`src/rtl/positional_list_engine_assert.svh`:
```
// Assertion macros shared by the positional list engine RTL.
// Needs a clock named clk and an active-high reset named rst in scope.
`ifndef POSITIONAL_LIST_ENGINE_ASSERT_SVH
`define POSITIONAL_LIST_ENGINE_ASSERT_SVH

// Same-cycle implication, checked outside reset.
`define PLE_ASSERT(label, ante, cons, msg) \
  label: assert property (@(posedge clk) disable iff (rst) (ante) |-> (cons)) \
    else $error(msg);

// Next-cycle implication, checked outside reset.
`define PLE_ASSERT_NEXT(label, ante, cons, msg) \
  label: assert property (@(posedge clk) disable iff (rst) (ante) |=> (cons)) \
    else $error(msg);

`endif

```
`src/rtl/ple_pkg.sv`:
```
// Types and codes for the positional list engine.
// Used by positional_list_engine; no dependencies.
package ple_pkg;

  localparam int POS_W   = 6;
  localparam int VALUE_W = 32;
  localparam int COUNT_W = 6;

  typedef enum logic [2:0] {
    ACT_APPEND    = 3'd0,
    ACT_PREPEND   = 3'd1,
    ACT_INSERT_AT = 3'd2,
    ACT_DEL_LAST  = 3'd3,
    ACT_DEL_AT    = 3'd4,
    ACT_UPDATE_AT = 3'd5,
    ACT_SORT      = 3'd6,
    ACT_TRAVERSE  = 3'd7
  } act_t;

  typedef enum logic [1:0] {
    ST_DONE    = 2'd0,
    ST_IGNORED = 2'd1,
    ST_FULL    = 2'd2
  } status_t;

  typedef enum logic [3:0] {
    S_IDLE,
    S_INS_RD,
    S_INS_MV,
    S_DEL_RD,
    S_DEL_MV,
    S_UPD,
    S_SRT_START,
    S_SRT_LD0,
    S_SRT_RD,
    S_SRT_CMP,
    S_TRV_RD,
    S_TRV_OUT,
    S_RESULT
  } state_t;

  typedef struct packed {
    logic [2:0]                action;
    logic [POS_W-1:0]          position;
    logic signed [VALUE_W-1:0] value;
  } req_t;

  typedef struct packed {
    logic signed [VALUE_W-1:0] data_value;
    logic                      has_data;
    logic                      last;
    logic [1:0]                status;
    logic [COUNT_W-1:0]        element_count;
  } rsp_t;

endpackage

```
`src/rtl/positional_list_engine.sv`:
```
// Positional list engine: ordered list of signed values in one RAM, edited
// by a small sequencer with a single read/write port pair and one comparator.
// Depends on ple_pkg, ple_ram and positional_list_engine_assert.svh.
//
//  channel | signals                   | direction | meaning
//  --------+---------------------------+-----------+-------------------------
//  request | req_valid, req_stall, req | in        | one list action
//  result  | rsp_valid, rsp_stall, rsp | out       | status or traversed item
//
// Steps after accept (n = element count): update is one write; insert and
// delete shift the tail by a read and a write per element; sort runs n-1
// bubble passes; traverse reads and then outputs each element in turn.
// All element moves go through the one RAM port pair.
// Reset clears the count and sequencer; the RAM contents are not cleared.
// req_stall is high while an action runs; a stalled result holds the
// sequencer in place until the result register frees up.
`include "positional_list_engine_assert.svh"

module positional_list_engine #(
  parameter int CAPACITY = 32
) (
  input  logic           clk,
  input  logic           rst,
  input  logic           req_valid,
  output logic           req_stall,
  input  ple_pkg::req_t  req,
  output logic           rsp_valid,
  input  logic           rsp_stall,
  output ple_pkg::rsp_t  rsp
);

  localparam int CW = $clog2(CAPACITY + 1);
  localparam int AW = $clog2(CAPACITY);
  localparam int PW = (CW > ple_pkg::POS_W) ? CW : ple_pkg::POS_W;

  ple_pkg::state_t  state, state_next;
  logic [CW-1:0]    count, count_next;
  logic [CW-1:0]    pos, pos_next;
  logic [CW-1:0]    idx, idx_next;
  logic [CW-1:0]    pass, pass_next;
  logic [31:0]      val, val_next;
  logic [31:0]      carry, carry_next;
  ple_pkg::status_t status, status_next;
  ple_pkg::rsp_t    rsp_next;
  logic             rsp_valid_next;

  logic             we, re;
  logic [AW-1:0]    waddr, raddr;
  logic [31:0]      wdata, rdata;

  logic [PW-1:0]    cnt_w, pos_w, ins_pos_w;
  logic             out_free;
  logic             ins_bad, list_full, pos_bad, trv_last;

  assign req_stall = (state != ple_pkg::S_IDLE);
  assign out_free  = !rsp_valid || !rsp_stall;

  assign cnt_w     = PW'(count);
  assign pos_w     = PW'(req.position);
  always_comb begin
    case (ple_pkg::act_t'(req.action))
      ple_pkg::ACT_APPEND:  ins_pos_w = cnt_w;
      ple_pkg::ACT_PREPEND: ins_pos_w = '0;
      default:              ins_pos_w = pos_w;
    endcase
  end
  assign ins_bad   = (ins_pos_w > cnt_w);
  assign list_full = (count >= CW'(CAPACITY));
  assign pos_bad   = (pos_w >= cnt_w);
  assign trv_last  = (CW'(idx + 1'b1) == count);

  ple_ram #(.WIDTH(32), .DEPTH(CAPACITY)) u_store (
    .clk   (clk),
    .we    (we),
    .waddr (waddr),
    .wdata (wdata),
    .re    (re),
    .raddr (raddr),
    .rdata (rdata)
  );

  // next state
  always_comb begin
    state_next = state;
    unique case (state)
      ple_pkg::S_IDLE: begin
        if (req_valid) begin
          unique case (ple_pkg::act_t'(req.action))
            ple_pkg::ACT_APPEND, ple_pkg::ACT_PREPEND, ple_pkg::ACT_INSERT_AT:
              state_next = (ins_bad || list_full) ? ple_pkg::S_RESULT
                                                  : ple_pkg::S_INS_RD;
            ple_pkg::ACT_DEL_LAST:
              state_next = (count == '0) ? ple_pkg::S_RESULT : ple_pkg::S_DEL_RD;
            ple_pkg::ACT_DEL_AT:
              state_next = pos_bad ? ple_pkg::S_RESULT : ple_pkg::S_DEL_RD;
            ple_pkg::ACT_UPDATE_AT:
              state_next = pos_bad ? ple_pkg::S_RESULT : ple_pkg::S_UPD;
            ple_pkg::ACT_SORT:
              state_next = (count == '0) ? ple_pkg::S_RESULT : ple_pkg::S_SRT_START;
            ple_pkg::ACT_TRAVERSE:
              state_next = (count == '0) ? ple_pkg::S_RESULT : ple_pkg::S_TRV_RD;
            default: state_next = ple_pkg::S_RESULT;
          endcase
        end
      end
      ple_pkg::S_INS_RD:
        state_next = (idx > pos) ? ple_pkg::S_INS_MV : ple_pkg::S_RESULT;
      ple_pkg::S_INS_MV:  state_next = ple_pkg::S_INS_RD;
      ple_pkg::S_DEL_RD:
        state_next = (CW'(idx + 1'b1) < count) ? ple_pkg::S_DEL_MV : ple_pkg::S_RESULT;
      ple_pkg::S_DEL_MV:  state_next = ple_pkg::S_DEL_RD;
      ple_pkg::S_UPD:     state_next = ple_pkg::S_RESULT;
      ple_pkg::S_SRT_START:
        state_next = (CW'(pass + 1'b1) < count) ? ple_pkg::S_SRT_LD0 : ple_pkg::S_RESULT;
      ple_pkg::S_SRT_LD0: state_next = ple_pkg::S_SRT_RD;
      ple_pkg::S_SRT_RD:
        state_next = (idx < count) ? ple_pkg::S_SRT_CMP : ple_pkg::S_SRT_START;
      ple_pkg::S_SRT_CMP: state_next = ple_pkg::S_SRT_RD;
      ple_pkg::S_TRV_RD:  state_next = ple_pkg::S_TRV_OUT;
      ple_pkg::S_TRV_OUT: begin
        if (out_free) begin
          state_next = trv_last ? ple_pkg::S_IDLE : ple_pkg::S_TRV_RD;
        end
      end
      ple_pkg::S_RESULT: begin
        if (out_free) begin
          state_next = ple_pkg::S_IDLE;
        end
      end
      default: state_next = ple_pkg::S_IDLE;
    endcase
  end

  // datapath control
  always_comb begin
    we             = 1'b0;
    re             = 1'b0;
    waddr          = idx[AW-1:0];
    raddr          = idx[AW-1:0];
    wdata          = rdata;
    count_next     = count;
    pos_next       = pos;
    idx_next       = idx;
    pass_next      = pass;
    val_next       = val;
    carry_next     = carry;
    status_next    = status;
    rsp_next       = rsp;
    rsp_valid_next = rsp_valid && rsp_stall;

    unique case (state)
      ple_pkg::S_IDLE: begin
        if (req_valid) begin
          val_next    = req.value;
          pass_next   = '0;
          status_next = ple_pkg::ST_DONE;
          unique case (ple_pkg::act_t'(req.action))
            ple_pkg::ACT_APPEND, ple_pkg::ACT_PREPEND, ple_pkg::ACT_INSERT_AT: begin
              // out-of-range position wins over full
              if (ins_bad) begin
                status_next = ple_pkg::ST_IGNORED;
              end else if (list_full) begin
                status_next = ple_pkg::ST_FULL;
              end
              pos_next = CW'(ins_pos_w);
              idx_next = count;
            end
            ple_pkg::ACT_DEL_LAST: begin
              if (count == '0) begin
                status_next = ple_pkg::ST_IGNORED;
              end
              idx_next = count - 1'b1;
            end
            ple_pkg::ACT_DEL_AT, ple_pkg::ACT_UPDATE_AT: begin
              if (pos_bad) begin
                status_next = ple_pkg::ST_IGNORED;
              end
              pos_next = CW'(pos_w);
              idx_next = CW'(pos_w);
            end
            ple_pkg::ACT_SORT: begin
              if (count == '0) begin
                status_next = ple_pkg::ST_IGNORED;
              end
            end
            ple_pkg::ACT_TRAVERSE: idx_next = '0;
            default: ;
          endcase
        end
      end
      ple_pkg::S_INS_RD: begin
        if (idx > pos) begin
          re    = 1'b1;
          raddr = AW'(idx - 1'b1);
        end else begin
          we         = 1'b1;
          waddr      = pos[AW-1:0];
          wdata      = val;
          count_next = count + 1'b1;
        end
      end
      ple_pkg::S_INS_MV: begin
        we       = 1'b1;
        idx_next = idx - 1'b1;
      end
      ple_pkg::S_DEL_RD: begin
        if (CW'(idx + 1'b1) < count) begin
          re    = 1'b1;
          raddr = AW'(idx + 1'b1);
        end else begin
          count_next = count - 1'b1;
        end
      end
      ple_pkg::S_DEL_MV: begin
        we       = 1'b1;
        idx_next = idx + 1'b1;
      end
      ple_pkg::S_UPD: begin
        we    = 1'b1;
        waddr = pos[AW-1:0];
        wdata = val;
      end
      ple_pkg::S_SRT_START: begin
        // each pass carries the running maximum toward the tail
        re       = 1'b1;
        raddr    = '0;
        idx_next = CW'(1);
      end
      ple_pkg::S_SRT_LD0: carry_next = rdata;
      ple_pkg::S_SRT_RD: begin
        if (idx < count) begin
          re = 1'b1;
        end else begin
          we        = 1'b1;
          waddr     = AW'(count - 1'b1);
          wdata     = carry;
          pass_next = pass + 1'b1;
        end
      end
      ple_pkg::S_SRT_CMP: begin
        we       = 1'b1;
        waddr    = AW'(idx - 1'b1);
        idx_next = idx + 1'b1;
        if ($signed(carry) > $signed(rdata)) begin
          wdata = rdata;
        end else begin
          wdata      = carry;
          carry_next = rdata;
        end
      end
      ple_pkg::S_TRV_RD: re = 1'b1;
      ple_pkg::S_TRV_OUT: begin
        if (out_free) begin
          rsp_valid_next         = 1'b1;
          rsp_next.data_value    = rdata;
          rsp_next.has_data      = 1'b1;
          rsp_next.last          = trv_last;
          rsp_next.status        = ple_pkg::ST_DONE;
          rsp_next.element_count = ple_pkg::COUNT_W'(count);
          idx_next               = idx + 1'b1;
        end
      end
      ple_pkg::S_RESULT: begin
        if (out_free) begin
          rsp_valid_next         = 1'b1;
          rsp_next.data_value    = '0;
          rsp_next.has_data      = 1'b0;
          rsp_next.last          = 1'b1;
          rsp_next.status        = status;
          rsp_next.element_count = ple_pkg::COUNT_W'(count);
        end
      end
      default: ;
    endcase
  end

  always_ff @(posedge clk) begin
    if (rst) begin
      state     <= ple_pkg::S_IDLE;
      count     <= '0;
      rsp_valid <= 1'b0;
    end else begin
      state     <= state_next;
      count     <= count_next;
      rsp_valid <= rsp_valid_next;
    end
  end

  always_ff @(posedge clk) begin
    pos    <= pos_next;
    idx    <= idx_next;
    pass   <= pass_next;
    val    <= val_next;
    carry  <= carry_next;
    status <= status_next;
    rsp    <= rsp_next;
  end

  `PLE_ASSERT(a_count_cap, 1'b1, count <= CW'(CAPACITY), "count above capacity")

  `PLE_ASSERT(a_count_step, !$past(rst),
    count == $past(count) || count == CW'($past(count) + 1'b1) ||
    CW'(count + 1'b1) == $past(count), "count moved by more than one")

  `PLE_ASSERT(a_mid_has_data, rsp_valid && !rsp.last, rsp.has_data,
    "non-final result without element")

  `PLE_ASSERT(a_full_count, rsp_valid && rsp.status == ple_pkg::ST_FULL,
    rsp.element_count == ple_pkg::COUNT_W'(CAPACITY), "full reported below capacity")

endmodule

```
`src/rtl/ple_ram.sv`:
```
// Generic single-write, single-read RAM with registered read data.
// No dependencies.
module ple_ram #(
  parameter int WIDTH = 32,
  parameter int DEPTH = 32,
  localparam int AW = (DEPTH > 1) ? $clog2(DEPTH) : 1
) (
  input  logic             clk,
  input  logic             we,
  input  logic [AW-1:0]    waddr,
  input  logic [WIDTH-1:0] wdata,
  input  logic             re,
  input  logic [AW-1:0]    raddr,
  output logic [WIDTH-1:0] rdata
);

  logic [WIDTH-1:0] mem [DEPTH];

  always_ff @(posedge clk) begin
    if (we) begin
      mem[waddr] <= wdata;
    end
    if (re) begin
      rdata <= mem[raddr];
    end
  end

endmodule
```
`config.mk`:
```
export PLATFORM = sky130hd
export DESIGN_NAME = positional_list_engine
export DESIGN_NICKNAME = d
export VERILOG_FILES = /design/src/rtl/ple_pkg.sv /design/src/rtl/positional_list_engine.sv /design/src/rtl/ple_ram.sv
export VERILOG_INCLUDE_DIRS = /design/src /design/src/rtl
export SDC_FILE = /design/constraint.sdc
export NUM_CORES = 2
export LEC_CHECK = 0
export BUFFER_PORTS_ARGS = -buffer_cell sky130_fd_sc_hd__buf_2
export CORE_UTILIZATION = 30
export DETAILED_ROUTE_END_ITERATION = 10
export GPL_TIMING_DRIVEN = 0
export MAX_ROUTING_LAYER = met4
export SLEW_MARGIN = 30
export SYNTH_ARGS = -nofsm -noshare
export SYNTH_HDL_FRONTEND = slang
export SYNTH_SLANG_ARGS = --single-unit
```
`constraint.sdc`:
```
create_clock -name clk -period 8.1 [get_ports clk]
set_clock_uncertainty 0.2 [all_clocks]
set_input_delay 0.81 -clock clk [delete_from_list [all_inputs] [get_ports clk]]
set_output_delay 0.81 -clock clk [all_outputs]
set_load 0.01 [all_outputs]
```
; ---- Yosys cells after proc, flatten, opt, wreduce, memory -nomap -nowiden
; Memories as Yosys holds them, arrays and structs flattened. A register that Yosys moved wholly into a read port is not among the register bits.
; Cells that the tools add are included.
[classes]
n_addsub = 5
magnitude_cmp = 8
eq_ne = 28
mux = 59
n_reduce_logical = 31
[ops]
columns = operator, count
row1 = $mux W32, 4
row2 = $pmux W32 S4, 1
row3 = $mux W42, 2
row4 = $pmux W42 S2, 1
row5 = $pmux W32 S2, 1
row6 = $mux W4, 13
row7 = $pmux W4 S12, 1
row8 = $pmux W6 S2, 4
row9 = $mux W6, 6
row10 = $gt A32 B32 Y1, 1
row11 = $pmux W6 S5, 1
row12 = $pmux W4 S6, 1
row13 = $pmux W6 S4, 1
row14 = $eq A4 B4 Y1 const B, 5
row15 = $mux W5, 4
row16 = $pmux W5 S4, 1
row17 = $add A6 B1 Y6 const B, 3
row18 = $lt A6 B6 Y1, 3
row19 = $eq A4 B3 Y1 const B, 4
row20 = $pmux W5 S3, 1
row21 = $reduce_and A3 Y1, 5
row22 = $ne A2 B2 Y1 const B, 7
row23 = $eq A3 B3 Y1 const B, 4
row24 = $gt A6 B6 Y1, 2
row25 = 29 further kinds, 55
[totals]
register_bits = 137
ramBits = 1024
input_bits = 45
out_inout_bits = 44
elab_cells = 146
n_memories = 1
[memory_table]
columns = memory, depth, word_bits, rd, rd_clocked_by_memory_dff, write_ports, line_no
row1 = u_store.mem, 32, 32, 1, 1, 1, ple_ram.sv:17  ; logic [WIDTH-1:0] mem [DEPTH];

; ---- Depth between registers and ports, before layout
[logic_depth]
ltp_word = 8
ltp_mapped = 17
depth_no_buf = 14

; ---- Hierarchy
; A second synthesis with hierarchy kept.
[hier_totals]
cells_unflattened = 3205
hier_area_um2 = 50058.0
[modules_own_cells]
columns = mod, instances, cells_per_inst, area_each_um2, seq_area_each_um2
row1 = ple_ram, 1, 2260, 40812.9, 31710.4
row2 = positional_list_engine, 1, 945, 9245.1, 4003.8

; ---- Worst setup path after synthesis
; No wires, ideal clock.
[synth_path]
path_kind = flip-flop to flip-flop
startpoint = register idx[0]
endpoint = memory u_store.mem[17][0], enable pin
setup_time_ns = 0.502
arrival_time_ns = 5.823
required_time_ns = 7.398
setup_slack_ns = 1.576
path_stages_with_launch = 14
n_path_buf = 2
period_less_slack_ns = 6.524
cell_sequence = edfxtp_1 > clkbuf_1 > inv_1 > ha_1 > nand2b_1 > a21oi_1 > o32a_1 > nor2_1 > a21oi_1 > o22ai_1 > a221o_1 > or3b_1 > clkbuf_1 > nor4_1
[synth_between]
elab_chain_len = 5
word_cells_on_any_way = 11
cone_classes = 1 x add/sub / 2 x order compare / 8 x mux
[synth_lines]
columns = element, line_no
row1 = from (decl), positional_list_engine.sv:39  ; logic [CW-1:0] idx, idx_next;
row2 = from (signal assigned), positional_list_engine.sv:291  ; idx <= idx_next;
row3 = $lt A6 B6 Y1 or $gt A6 B6 Y1 (tied branches), "positional_list_engine.sv:231, positional_list_engine.sv:192"
row4 = "$mux W1, on equally long branches", "positional_list_engine.sv:231, positional_list_engine.sv:192"
row5 = $pmux W1 S3, positional_list_engine.sv:151  ; unique case (state)
row6 = $mux W1, ple_ram.sv:20  ; if (we) begin
row7 = $mux W1 (implied by the code), ple_ram.sv:21  ; mem[waddr] <= wdata;
row8 = to (decl), ple_ram.sv:17
; Several ways; a longest one is shown, not always the timed one.

; ---- Worst setup path in the final report
[layout_path]
startpoint = register count[2] (netlist: cnt_w[2])
endpoint = memory u_store.mem[19][7], enable pin
[layout_between]
elab_chain_len = 5
word_cells_on_any_way = 8
cone_classes = 1 x add/sub / 1 x order compare / 6 x mux
[layout_lines]
columns = element, line_no
row1 = from (decl), positional_list_engine.sv:37  ; logic [CW-1:0] count, count_next;
row2 = from (signal assigned), positional_list_engine.sv:284  ; count <= count_next;
row3 = $lt A6 B6 Y1, positional_list_engine.sv:231  ; if (idx < count) begin
row4 = $mux W1, positional_list_engine.sv:231
row5 = $pmux W1 S3, positional_list_engine.sv:151
row6 = $mux W1, ple_ram.sv:20
row7 = $mux W1 (implied by the code), ple_ram.sv:21
; Several ways; a longest one is shown, not always the timed one.

==> results.md <==
* HPWL Detailed at between 90,000 and 100,000 µm
* Cell count after synthesis at 3,490
* Clock transition at the registers of the reported paths at roughly 0.060 ns
* Mean Syn Cell Area at around 14 µm²
* Initial antenna violation count at 2
* Share of the core filled with cells at between 30% and 40%
* Post-CTS Hold Fix Bufs at 0
* Final Wtd Congestion at about 0.89
* CTS tree: yes
* Setup crit end kind: register
* Path type of the worst setup path: reg -> reg
* Worst min path class: in -> reg
* Core ar. at ~160,000 µm²
* Layout Nets at around 3,900
* Status: finished clean
* Die X at 405.5 µm
* Post-synthesis sequential area ratio at 73.11%
* Final Hold Viols at 0
* CTS resizes at 0
* Period utilisation layout at 81.18%
* Grt ovf at 0
* Max IR drop VDD at about 0.23 mV
* Pwr per Cell Area at 442.2 nW/µm²
* Share of cells above drive strength 1 at approximately 13%
* Synth unique cells at a little under 70
* Synth Area in Compound Gates at about 7.1%
* CTS Buf Count at 117
* Leak at around 19 nW
* Initial Util at between 30% and 40%
* Setup Fix Bufs, Post-CTS at 0
* Vias in the first global route at 29,550
* Pin count of the biggest net entering global routing at 33
* Filler cells at 15,400
* Count of final setup violators at 0
* Cell Rows at around 150
* DIE AREA at 164,500 µm²
* RSZ-0062 raised after global routing: no
* Global-route wire length before repair at roughly 200,000 µm
* Ys flop type: edfxtp_1
* Post-synth net total at approximately 3,600
* # DRC at 0
* Hold_ws at between 0.05 and 0.06 ns
* Top cell type's share of synthesized area at slightly above 70%
* CTS Sinks at 1,193
* Post-synth EDFFs at 1,182
* #FFs+latches synth at about 1,200
* Post-Synth XOR/XNOR Area at less than 1%
* Adder-Cell Fraction of Synth Area at 1.870%
* Worst-path fanout max at 10
* Die H at 405.5 µm
* Post-synth ARST share at 0%
* Area growth, synth to finish at 17.01%
* Most common cell in the synthesized netlist: edfxtp_1
* Top Ports at 89
* Synth Cell Area at approximately 50,000 µm²
* Final Max Tran Viols at 0
* Post-synth top cells: 1,182 x edfxtp_1, 718 x nand2_1, 252 x a21oi_1
* Total Power at around 25 mW
* DRT Wirelength at 135,100 µm
* Tmin final at approximately 6.6 ns
* WP data arrival at 6.81 ns
* Synth Area in Simple Gates at 12.29%
* CTS Buffer Depth at 3
* DRT iter0 DRCs at 3,512
* CP Data Required Time at between 8 and 9 ns
* H-tree levels at 3
* Vias/cell at between 5 and 6
* YS warnings at 0
* GRT Total Usage at approximately 17%
* Largest family of logic cells by synthesized area: simple AND/OR/NAND/NOR gates
* Post-synthesis mux area share at 3.007%
* Max cap viols at 0
* IO buf count at 85
* DR vias at around 31,000
* DR pass1 iterations at 8
* Slew @ Worst Pin at between 1 and 1.5 ns
* Synth top area cells: edfxtp_1 73%, nand2_1 5.5%, mux4_2 2.9%, a21oi_1 2.6%, nand3_1 2.5%
* Antenna Nets Post-Route at 0
* Routed length per instance at about 22 µm
* Root Buffer: clkbuf_16
* Fmax achieved at approximately 0.15 GHz
* Yosys top cell by area: edfxtp_1
* Slew Limit Headroom at 29.77%
* Skew-Pair Late Insertion Delay at 0.73 ns
* Startpoint types: register
[stage by stage]
stage | TNS (ns) | instances | setup slack [ns] | area (µm²)
finish | 0 | 6015 | 1.524 | 57160
floorplan | 0 | 3490 | 1.576 | 48850
global route | 0 | 6015 | 1.224 | 57160
global placement | -251.53 | 5735 | -2.058 | 51980
CTS | 0 | 6014 | 1.611 | 57160
detailed placement | 0 | 5802 | 1.608 | 53400
[layout by cell type, fill, tap and decap left out, types with 21 or more instances in the layout]
master,instances
a21o_1,21
a21oi_1,251
a221o_2,32
a31oi_1,36
a32oi_1,32
and2_1,39
buf_16,32
buf_2,162
clkbuf_1,157
clkbuf_16,117
clkinv_1,23
clkinv_2,23
edfxtp_1,1182
ha_1,73
inv_1,61
mux4_2,63
nand2_1,718
nand3_1,246
nand4_1,74
nor2_1,73
nor2_4,25
nor2b_1,75
o2111ai_1,31
o21ai_0,41
[final cells by class]
| cell class | count | area, µm² | area share (%) |
|---|---|---|---|
| Tap cell | 2160 | 2703 | 4.728 |
| Inverter | 62 | 232.7 | 0.4071 |
| Timing Repair Buffer | 152 | 1549 | 2.710 |
| Multi-Input combinational cell | 2031 | 12330 | 21.57 |
| Sequential cell | 1193 | 35710 | 62.48 |
| Antenna cell | 1 | 2.502 | 0.004378 |
| Buffer | 204 | 872.1 | 1.526 |
| Clock inverter | 68 | 730.7 | 1.278 |
| Clock buffer | 144 | 3029 | 5.299 |
[power by group]
group | total, mW | switching [mW] | internal [mW]
logic | 10.3 | 7.66 | 2.64
registers | 9.57 | 0.254 | 9.31
clock network | 5.41 | 2.34 | 3.07
total | 25.3 | 10.3 | 15.0
[path summary, 6_finish.rpt]
path	startpoint	endpoint	slack, ns	cells after the start
setup / recovery	cnt_w[2]	u_store.mem[19][7]	1.52	17
hold / removal	req[12]	val[12]	0.06	1
setup reg to reg	cnt_w[2]	u_store.mem[19][7]	1.52	17
hold reg to reg	cnt_w[3]	rsp[3]	0.24	0
[flip-flops by register name, summed over array words and instances, names as in the netlist]
name           cells
carry             32
cnt_w              6
idx                6
pass               6
pos                6
rsp               42
rsp_valid          1
state              4
status             2
u_store.mem     1024
u_store.rdata     32
val               32
[metal layers]
layer  GRT usage, %  wire length, µm  vias to the layer above
met5              -                0                        -
met4          7.157             5962                        0
met3          2.032             9450                      240
met2          25.41            62360                     1348
met1          22.33            57310                    15580
li1               -                -                    13720
[logic make-up after synthesis]
| kind of cell | Yosys count |
|---|---|
| flops | 1193 |
| compound gates | 537 |
| fa+ha+maj | 73 |
| buf+inv | 266 |
| simple gates | 1331 |
| xor+xnor | 22 |
| mux | 68 |
[critical path: stages, from the launching register on]
cell      delay, ns
dfxtp_1        0.33
clkbuf_1       0.37
inv_1          0.30
ha_1           0.35
o21a_1         0.10
o21a_1         0.17
o211a_1        0.25
nor3_1         0.64
nand3b_1       0.36
a221o_1        0.29
nand3b_1       0.72
nor4_2         0.96
buf_4          0.29
buf_2          0.19
buf_2          0.20
buf_2          0.20
buf_4          0.18
buf_2          0.18
Power figures use the tool's default switching activity.
